--- src/kvt_pkg.sv ---
// Package for the keyed value table: sizes, command and status codes,
// and the result record passed from the sequencer to the output stage.
// No dependencies.
package kvt_pkg;

    localparam int DEPTH      = 32;   // table capacity, 2 to 63 (counts are reported in 6 bits)
    localparam int KEY_BITS   = 16;   // stored key width, 1 to 16 on this port
    localparam int VALUE_BITS = 32;   // stored value width, 1 to 32 on this port

    localparam int IDX_W   = $clog2(DEPTH);
    localparam int CNT_W   = $clog2(DEPTH + 1);
    localparam int ENTRY_W = KEY_BITS + VALUE_BITS;

    localparam int CMD_W   = 3;
    localparam int IKEY_W  = 16;
    localparam int IVAL_W  = 32;
    localparam int OCNT_W  = 6;
    localparam int STAT_W  = 2;

    localparam logic [CMD_W-1:0] CMD_CLEAR  = 3'd0;
    localparam logic [CMD_W-1:0] CMD_INSERT = 3'd1;
    localparam logic [CMD_W-1:0] CMD_REMOVE = 3'd2;
    localparam logic [CMD_W-1:0] CMD_LOOKUP = 3'd3;
    localparam logic [CMD_W-1:0] CMD_COUNT  = 3'd4;

    localparam logic [STAT_W-1:0] ST_OK   = 2'd0;
    localparam logic [STAT_W-1:0] ST_FULL = 2'd1;
    localparam logic [STAT_W-1:0] ST_DUP  = 2'd2;

    typedef struct packed {
        logic [STAT_W-1:0] status;
        logic [OCNT_W-1:0] entry_count;
        logic [OCNT_W-1:0] match_count;
        logic [IVAL_W-1:0] read_value;
        logic              found;
    } t_result;

    typedef struct packed {
        logic               we;
        logic [IDX_W-1:0]   waddr;
        logic [ENTRY_W-1:0] wdata;
        logic               re;
        logic [IDX_W-1:0]   raddr;
    } t_ram_req;

endpackage

--- src/kvt_ram.sv ---
// Simple dual-port synchronous RAM: one write port, one read port,
// registered read data, ready in the cycle after the read. No dependencies.
module kvt_ram #(
    parameter int WIDTH   = 48,
    parameter int DEPTH_P = 32
) (
    input  logic                       i_clk,
    input  logic                       i_we,
    input  logic [$clog2(DEPTH_P)-1:0] i_waddr,
    input  logic [WIDTH-1:0]           i_wdata,
    input  logic                       i_re,
    input  logic [$clog2(DEPTH_P)-1:0] i_raddr,
    output logic [WIDTH-1:0]           o_rdata
);

    logic [WIDTH-1:0] r_mem [DEPTH_P];
    logic [WIDTH-1:0] r_rdata;

    always_ff @(posedge i_clk) begin
        if (i_we) begin
            r_mem[i_waddr] <= i_wdata;
        end
    end

    always_ff @(posedge i_clk) begin
        if (i_re) begin
            r_rdata <= r_mem[i_raddr];
        end
    end

    assign o_rdata = r_rdata;

endmodule

--- src/kvt_ctrl.sv ---
// Command sequencer for the keyed value table: scans the entry RAM where
// needed, then updates it and builds the result. Depends on kvt_pkg.
module kvt_ctrl import kvt_pkg::*; (
    input  logic               i_clk,
    input  logic               i_rst_n,
    input  logic               i_cmd_valid,
    output logic               o_cmd_ready,
    input  logic [CMD_W-1:0]   i_cmd,
    input  logic [IKEY_W-1:0]  i_key,
    input  logic [IVAL_W-1:0]  i_value,
    output t_ram_req           o_ram,
    input  logic [ENTRY_W-1:0] i_rdata,
    output logic               o_res_valid,
    input  logic               i_res_take,
    output t_result            o_res
);

    localparam logic [2:0] S_IDLE    = 3'd0;
    localparam logic [2:0] S_SCAN    = 3'd1;
    localparam logic [2:0] S_FINISH  = 3'd2;
    localparam logic [2:0] S_MOVE_RD = 3'd3;
    localparam logic [2:0] S_MOVE_WR = 3'd4;
    localparam logic [2:0] S_DONE    = 3'd5;

    logic [2:0]            r_state,   n_state;
    logic [CMD_W-1:0]      r_cmd,     n_cmd;
    logic [KEY_BITS-1:0]   r_key,     n_key;
    logic [VALUE_BITS-1:0] r_val,     n_val;
    logic [CNT_W-1:0]      r_count,   n_count;
    logic [CNT_W-1:0]      r_issue,   n_issue;
    logic                  r_pend,    n_pend;
    logic [IDX_W-1:0]      r_chk,     n_chk;
    logic                  r_hit,     n_hit;
    logic [IDX_W-1:0]      r_slot,    n_slot;
    logic [VALUE_BITS-1:0] r_hit_val, n_hit_val;
    logic [CNT_W-1:0]      r_match,   n_match;
    t_result               r_res,     n_res;

    logic [KEY_BITS-1:0]   rd_key;
    logic [VALUE_BITS-1:0] rd_val;
    logic [CNT_W-1:0]      last_cnt;
    logic                  full;

    assign rd_key   = i_rdata[ENTRY_W-1:VALUE_BITS];
    assign rd_val   = i_rdata[VALUE_BITS-1:0];
    assign last_cnt = r_count - 1'b1;
    assign full     = (r_count >= CNT_W'(DEPTH));

    assign o_cmd_ready = (r_state == S_IDLE);
    assign o_res_valid = (r_state == S_DONE);

    always_comb begin
        o_res             = r_res;
        o_res.entry_count = OCNT_W'(r_count);
    end

    always_comb begin
        n_state   = r_state;
        n_cmd     = r_cmd;
        n_key     = r_key;
        n_val     = r_val;
        n_count   = r_count;
        n_issue   = r_issue;
        n_pend    = r_pend;
        n_chk     = r_chk;
        n_hit     = r_hit;
        n_slot    = r_slot;
        n_hit_val = r_hit_val;
        n_match   = r_match;
        n_res     = r_res;
        o_ram     = '0;

        case (r_state)
            S_IDLE: begin
                if (i_cmd_valid) begin
                    n_cmd     = i_cmd;
                    n_key     = i_key[KEY_BITS-1:0];
                    n_val     = i_value[VALUE_BITS-1:0];
                    n_issue   = '0;
                    n_pend    = 1'b0;
                    n_hit     = 1'b0;
                    n_hit_val = '0;
                    n_match   = '0;
                    n_res     = '0;
                    // skip the scan where its outcome does not matter
                    if ((i_cmd == CMD_INSERT && !full) || i_cmd == CMD_REMOVE
                        || i_cmd == CMD_LOOKUP || i_cmd == CMD_COUNT) begin
                        n_state = S_SCAN;
                    end else begin
                        n_state = S_FINISH;
                    end
                end
            end
            S_SCAN: begin
                // issue one read a cycle, check the word read the cycle before
                if (r_issue < r_count) begin
                    o_ram.re    = 1'b1;
                    o_ram.raddr = r_issue[IDX_W-1:0];
                    n_issue     = r_issue + 1'b1;
                    n_chk       = r_issue[IDX_W-1:0];
                    n_pend      = 1'b1;
                end else begin
                    n_pend = 1'b0;
                    if (!r_pend) begin
                        n_state = S_FINISH;
                    end
                end
                if (r_pend) begin
                    if (rd_key == r_key) begin
                        n_hit     = 1'b1;
                        n_slot    = r_chk;
                        n_hit_val = rd_val;
                    end
                    if (rd_val == r_val) begin
                        n_match = r_match + 1'b1;
                    end
                end
            end
            S_FINISH: begin
                n_state = S_DONE;
                case (r_cmd)
                    CMD_CLEAR: begin
                        n_count = '0;
                    end
                    CMD_INSERT: begin
                        if (full) begin
                            n_res.status = ST_FULL;
                        end else if (r_hit) begin
                            n_res.status = ST_DUP;
                        end else begin
                            o_ram.we    = 1'b1;
                            o_ram.waddr = r_count[IDX_W-1:0];
                            o_ram.wdata = {r_key, r_val};
                            n_count     = r_count + 1'b1;
                        end
                    end
                    CMD_REMOVE: begin
                        if (r_hit) begin
                            n_res.found = 1'b1;
                            n_state     = S_MOVE_RD;
                        end
                    end
                    CMD_LOOKUP: begin
                        n_res.found      = r_hit;
                        n_res.read_value = IVAL_W'(r_hit_val);
                    end
                    CMD_COUNT: begin
                        n_res.match_count = OCNT_W'(r_match);
                    end
                    default: begin
                    end
                endcase
            end
            S_MOVE_RD: begin
                // fetch the last entry to fill the hole
                o_ram.re    = 1'b1;
                o_ram.raddr = last_cnt[IDX_W-1:0];
                n_state     = S_MOVE_WR;
            end
            S_MOVE_WR: begin
                o_ram.we    = 1'b1;
                o_ram.waddr = r_slot;
                o_ram.wdata = i_rdata;
                n_count     = last_cnt;
                n_state     = S_DONE;
            end
            S_DONE: begin
                if (i_res_take) begin
                    n_state = S_IDLE;
                end
            end
            default: begin
                n_state = S_IDLE;
            end
        endcase
    end

    always_ff @(posedge i_clk) begin
        if (!i_rst_n) begin
            r_state <= S_IDLE;
            r_count <= '0;
        end else begin
            r_state <= n_state;
            r_count <= n_count;
        end
    end

    always_ff @(posedge i_clk) begin
        r_cmd     <= n_cmd;
        r_key     <= n_key;
        r_val     <= n_val;
        r_issue   <= n_issue;
        r_pend    <= n_pend;
        r_chk     <= n_chk;
        r_hit     <= n_hit;
        r_slot    <= n_slot;
        r_hit_val <= n_hit_val;
        r_match   <= n_match;
        r_res     <= n_res;
    end

endmodule

--- src/keyed_value_table_unit.sv ---
// Top level of the keyed value table: entry RAM, command sequencer and
// output register. Depends on kvt_pkg, kvt_ram and kvt_ctrl.
//
//  channel   dir  tvalid/tready          tdata / tuser
//  --------  ---  ---------------------  ------------------------------------
//  command   in   i_s_tvalid/o_s_tready  tuser cmd; tdata key, value
//  result    out  o_m_tvalid/i_m_tready  tdata found, read_value, match_count,
//                                        entry_count, status
//
// One command at a time. Insert, remove, lookup and count read every stored
// entry in turn through the single read port of the entry RAM before the
// result is offered; remove of a present key then moves the last entry into
// the freed slot. Clear, unused codes and insert into a full table skip the scan.
// Reset clears the entry count and the sequencer; stored words stay as left.
// The result register lets the next command transfer in while a result
// stalls; the sequencer holds in its last state only if a second result is
// ready before the first is taken.
module keyed_value_table_unit import kvt_pkg::*; (
    input  logic        i_clk,
    input  logic        i_rst_n,
    input  logic        i_s_tvalid,
    output logic        o_s_tready,
    input  logic [47:0] i_s_tdata,   // [15:0] item_key, [47:16] item_value
    input  logic [2:0]  i_s_tuser,   // [2:0] cmd
    output logic        o_m_tvalid,
    input  logic        i_m_tready,
    output logic [47:0] o_m_tdata    // [0] found, [32:1] read_value,
                                     // [38:33] match_count, [44:39] entry_count,
                                     // [46:45] status, [47] zero
);

    t_ram_req           ram_req;
    logic [ENTRY_W-1:0] ram_rdata;
    logic               res_valid;
    logic               res_take;
    t_result            res;

    logic    r_out_valid;
    t_result r_out;

    kvt_ram #(
        .WIDTH   (ENTRY_W),
        .DEPTH_P (DEPTH)
    ) u_ram (
        .i_clk   (i_clk),
        .i_we    (ram_req.we),
        .i_waddr (ram_req.waddr),
        .i_wdata (ram_req.wdata),
        .i_re    (ram_req.re),
        .i_raddr (ram_req.raddr),
        .o_rdata (ram_rdata)
    );

    kvt_ctrl u_ctrl (
        .i_clk       (i_clk),
        .i_rst_n     (i_rst_n),
        .i_cmd_valid (i_s_tvalid),
        .o_cmd_ready (o_s_tready),
        .i_cmd       (i_s_tuser),
        .i_key       (i_s_tdata[15:0]),
        .i_value     (i_s_tdata[47:16]),
        .o_ram       (ram_req),
        .i_rdata     (ram_rdata),
        .o_res_valid (res_valid),
        .i_res_take  (res_take),
        .o_res       (res)
    );

    // load the result register when it is empty or being drained this cycle
    assign res_take = !r_out_valid || i_m_tready;

    always_ff @(posedge i_clk) begin
        if (!i_rst_n) begin
            r_out_valid <= 1'b0;
        end else if (res_take) begin
            r_out_valid <= res_valid;
        end
    end

    always_ff @(posedge i_clk) begin
        if (res_take && res_valid) begin
            r_out <= res;
        end
    end

    assign o_m_tvalid = r_out_valid;
    assign o_m_tdata  = {1'b0, r_out};

endmodule
--- config.mk ---
export PLATFORM = sky130hd
export DESIGN_NAME = keyed_value_table_unit
export DESIGN_NICKNAME = d
export VERILOG_FILES = /design/src/kvt_pkg.sv /design/src/kvt_ram.sv /design/src/kvt_ctrl.sv /design/src/keyed_value_table_unit.sv
export SDC_FILE = /design/constraint.sdc
export NUM_CORES = 2
export LEC_CHECK = 0
export ABC_AREA = 1
export BUFFER_PORTS_ARGS = -buffer_cell sky130_fd_sc_hd__buf_2
export CAP_MARGIN = 20
export CORE_MARGIN = 2
export CORE_UTILIZATION = 55
export CTS_CLUSTER_DIAMETER = 150
export DETAILED_ROUTE_END_ITERATION = 16
export PLACE_DENSITY = 0.67
export SYNTH_ARGS = -nofsm -noshare
export SYNTH_HDL_FRONTEND = slang
export SYNTH_SLANG_ARGS = --single-unit
--- constraint.sdc ---
create_clock -name i_clk -period 12.15 [get_ports i_clk]
set_input_delay 0.6075 -clock i_clk [delete_from_list [all_inputs] [get_ports i_clk]]
set_output_delay 0.6075 -clock i_clk [all_outputs]
set_load 0.01 [all_outputs]
==> run metrics <==
depth of the worst register-to-register path 14; static leakage 34.1 nW; flop-to-flop setup slack 6.63 ns; met3 usage 5.67%; IO Pins 105; Area Growth Syn to Fin 11.7%; commonest non-fill, non-tap cell in the layout edfxtp_1; 1st-iter DRT viols 7958; First-pass DRT Iterations 6; drt total wl 228000 um; Placer Congestion 0.867; detailed-route via count 53800; post-route minimum period 5.52 ns; syn_area_per_cell 11.1 um^2; relative slew slack 16.4%; busiest grt layer met2; Clock Tree Buf Depth 3; number of core rows 137; die area 0.143 mm^2; Max IR drop VDD 0.172 mV; WP data arrival 5.97 ns; Placed Instances 8670; cts bufs inserted 176; Worst R2R Start u_ctrl.r_state[1]$_SDFFE_PN0P_; clk_skew 0.0328 ns; core area 0.140 mm^2; vias per cell 5.95; grt met1 use 44.9%; share of layout cells above drive strength 1 8.11%; Post-synth EDFFs 1779; postcts setup bufs 0; syn_nets 7043; status finished clean; Mapped Cells 6979; final non-filler cell total 9042; Fin Setup TNS 0 ns; Async SR Flop Fraction 0%; Worst Tran Pin Value 1.25 ns; Reg clk slew, reported paths 0.06 ns; vias in the first global route 50300; Hold EP u_ctrl.r_val[25]$_DFFE_PP_; Main synth FF type edfxtp_1; largest net degree at the start of global routing 192; gr usage total 31.7%; yosys warns 0; Max Slew Vio Count 0; min-delay src i_s_tdata[41]; dpl hpwl 114000 um; DRC errors left 0; commonest cells after routing, fill and taps aside edfxtp_1, nand3_1, nand2_1, inv_1, nand3b_1; initial antenna violation count 2; Yosys cell types 38; IO buf count 103; cell area after synthesis 0.0773 mm^2; Tcrit/Tclk final 45.5%; RSZ-0062 raised after global routing false; Initial Utilization 55.4%; crit path max fanout 46; Worst-Skew Late Latency 0.83 ns; Crit Path Class register to register; #FFs+latches synth 1789; post-route ant nets 0; Max Clock Freq 0.181 GHz; Hold WC Path Type input port to register; clock sinks 1789; H-tree lvl count 4; crit end category register; Pwr Density 197 mW/mm^2; CP required 12.60 ns; Hold Violations, Final 0; root buf cell clkbuf_16; CTS tree done; Critical Path Start Type register; sequential fraction of the synthesis area 69.4%; # setup viols final 0; worst hold slack 0.0612 ns; die width 379 um; RR Endpoint u_ram.r_mem[20][27]$_DFFE_PP_; mean routed wirelength per cell 25.2 um; remaining global-route overflow 0; GR Util met2 48.9%; max-capacitance violation count 0; first-pass GRT wire length 333000 um; Hold Path Depth 1; Nets 7091; Die Y 379 um
==> cell type report <==
type                       instances  area [um^2]
clock inverter                    82          712
sequential                      1789        53600
inverter                        1069         4030
antenna                            1         2.50
tap                             1876         2350
fill                           11000        53200
timing repair buffer             301         2560
clock buffer                     234         4730
multi-input combinational       3690        18300
==> metrics by stage <==
step | utilization, % | total power [mW] | area, um^2 | worst slack, ns
after floorplan | - | 10.3 | 77300 | 7.92
after global placement | 57.2 | 11.6 | 79800 | 6.71
after detailed placement | 57.5 | 11.7 | 80200 | 6.76
after CTS | 61.7 | 16.9 | 86100 | 6.73
after global routing | 61.8 | 17.6 | 86300 | 6.42
final | 61.8 | 17.0 | 86300 | 6.63
==> per-layer routing <==
layer  share of wire (%)  wire [um]
met5                   0          0
met2                  45     103000
met1                  39      88100
met3                  12      27400
met4                 4.1       9280
==> sequential cells by signal, indices dropped and copies added, names as in the netlist, 3 cells and up <==
name	cells
u_ctrl.r_chk	5
u_ctrl.r_hit_val	32
u_ram.r_mem	1536
u_ctrl.r_cmd	3
u_ctrl.r_count	6
o_m_tdata	47
u_ctrl.r_key	16
u_ctrl.r_state	3
u_ctrl.r_slot	5
u_ctrl.r_match	6
u_ram.o_rdata	48
u_ctrl.r_val	32
u_ctrl.r_issue	6
u_ctrl.o_res	41
==> critical path, cell delays in order, from the launching register on <==
cell and delay [ns]:
dfxtp_1 0.48, inv_1 0.09, nor2_1 0.16, inv_1 0.08
nor2_1 0.20, inv_2 0.32, nor2_1 0.21, nand2_2 0.06
buf_4 0.33, inv_2 0.62, nor2_1 0.13, nor2_1 0.18
nand2_1 0.48, nor2_4 1.01, buf_4 0.72
==> where the power goes <==
group	switching, mW	leakage [nW]	internal (mW)
clock network	2.32	2.66	2.94
logic	3.01	15.0	1.09
registers	0.172	16.5	7.45
total	5.49	34.1	11.5
==> logic make-up after synthesis <==
family          count (synthesis)  share of synthesized area [%]
xor+xnor                       23                          0.261
fa+ha+maj                       9                          0.146
simple gates                 3537                           21.6
other cells                     1                        0.00485
buf+inv                      1500                           7.63
compound gates                120                          0.964
flops                        1789                           69.4
==> cell usage after synthesis (all sizes together), types with 4 or more instances <==
| cell | n | area share, % |
|---|---|---|
| a21oi | 16 | 0.10 |
| a22o | 7 | 0.079 |
| a31oi | 4 | 0.032 |
| buf | 238 | 1.5 |
| clkbuf | 193 | 0.94 |
| dfxtp | 10 | 0.26 |
| edfxtp | 1779 | 69 |
| ha | 9 | 0.15 |
| inv | 1066 | 5.2 |
| nand2 | 1381 | 6.7 |
| nand3 | 1651 | 11 |
| nand3b | 336 | 3.3 |
| nand4 | 4 | 0.032 |
| nor2 | 141 | 0.70 |
| nor3 | 12 | 0.084 |
| nor4 | 7 | 0.057 |
| o2111ai | 5 | 0.057 |
| o21ai | 36 | 0.23 |
| o22ai | 44 | 0.37 |
| xnor2 | 6 | 0.068 |
| xor2 | 17 | 0.19 |
==> timing repair <==
action	in CTS	in global routing
endpoints found under the hold margin	48	0
hold buffers	48	0
resized for setup	0	0
==> how the worst max path moves through the flow <==
stage | start | to | slack, ns | cells after the start
global route | u_ctrl.r_state[1]$_SDFFE_PN0P_ | u_ram.r_mem[20][24]$_DFFE_PP_ | 6.42 | 14
floorplan | u_ctrl.r_state[1]$_SDFFE_PN0P_ | u_ram.r_mem[28][0]$_DFFE_PP_ | 7.92 | 12
detailed placement | u_ctrl.r_state[1]$_SDFFE_PN0P_ | u_ram.r_mem[20][30]$_DFFE_PP_ | 6.76 | 14
CTS | u_ctrl.r_state[1]$_SDFFE_PN0P_ | u_ram.r_mem[20][30]$_DFFE_PP_ | 6.73 | 14
global placement | u_ctrl.r_state[1]$_SDFFE_PN0P_ | u_ram.r_mem[20][23]$_DFFE_PP_ | 6.71 | 14
finish | u_ctrl.r_state[1]$_SDFFE_PN0P_ | u_ram.r_mem[20][27]$_DFFE_PP_ | 6.63 | 14
Note: power is estimated with default switching activity, not from simulation.
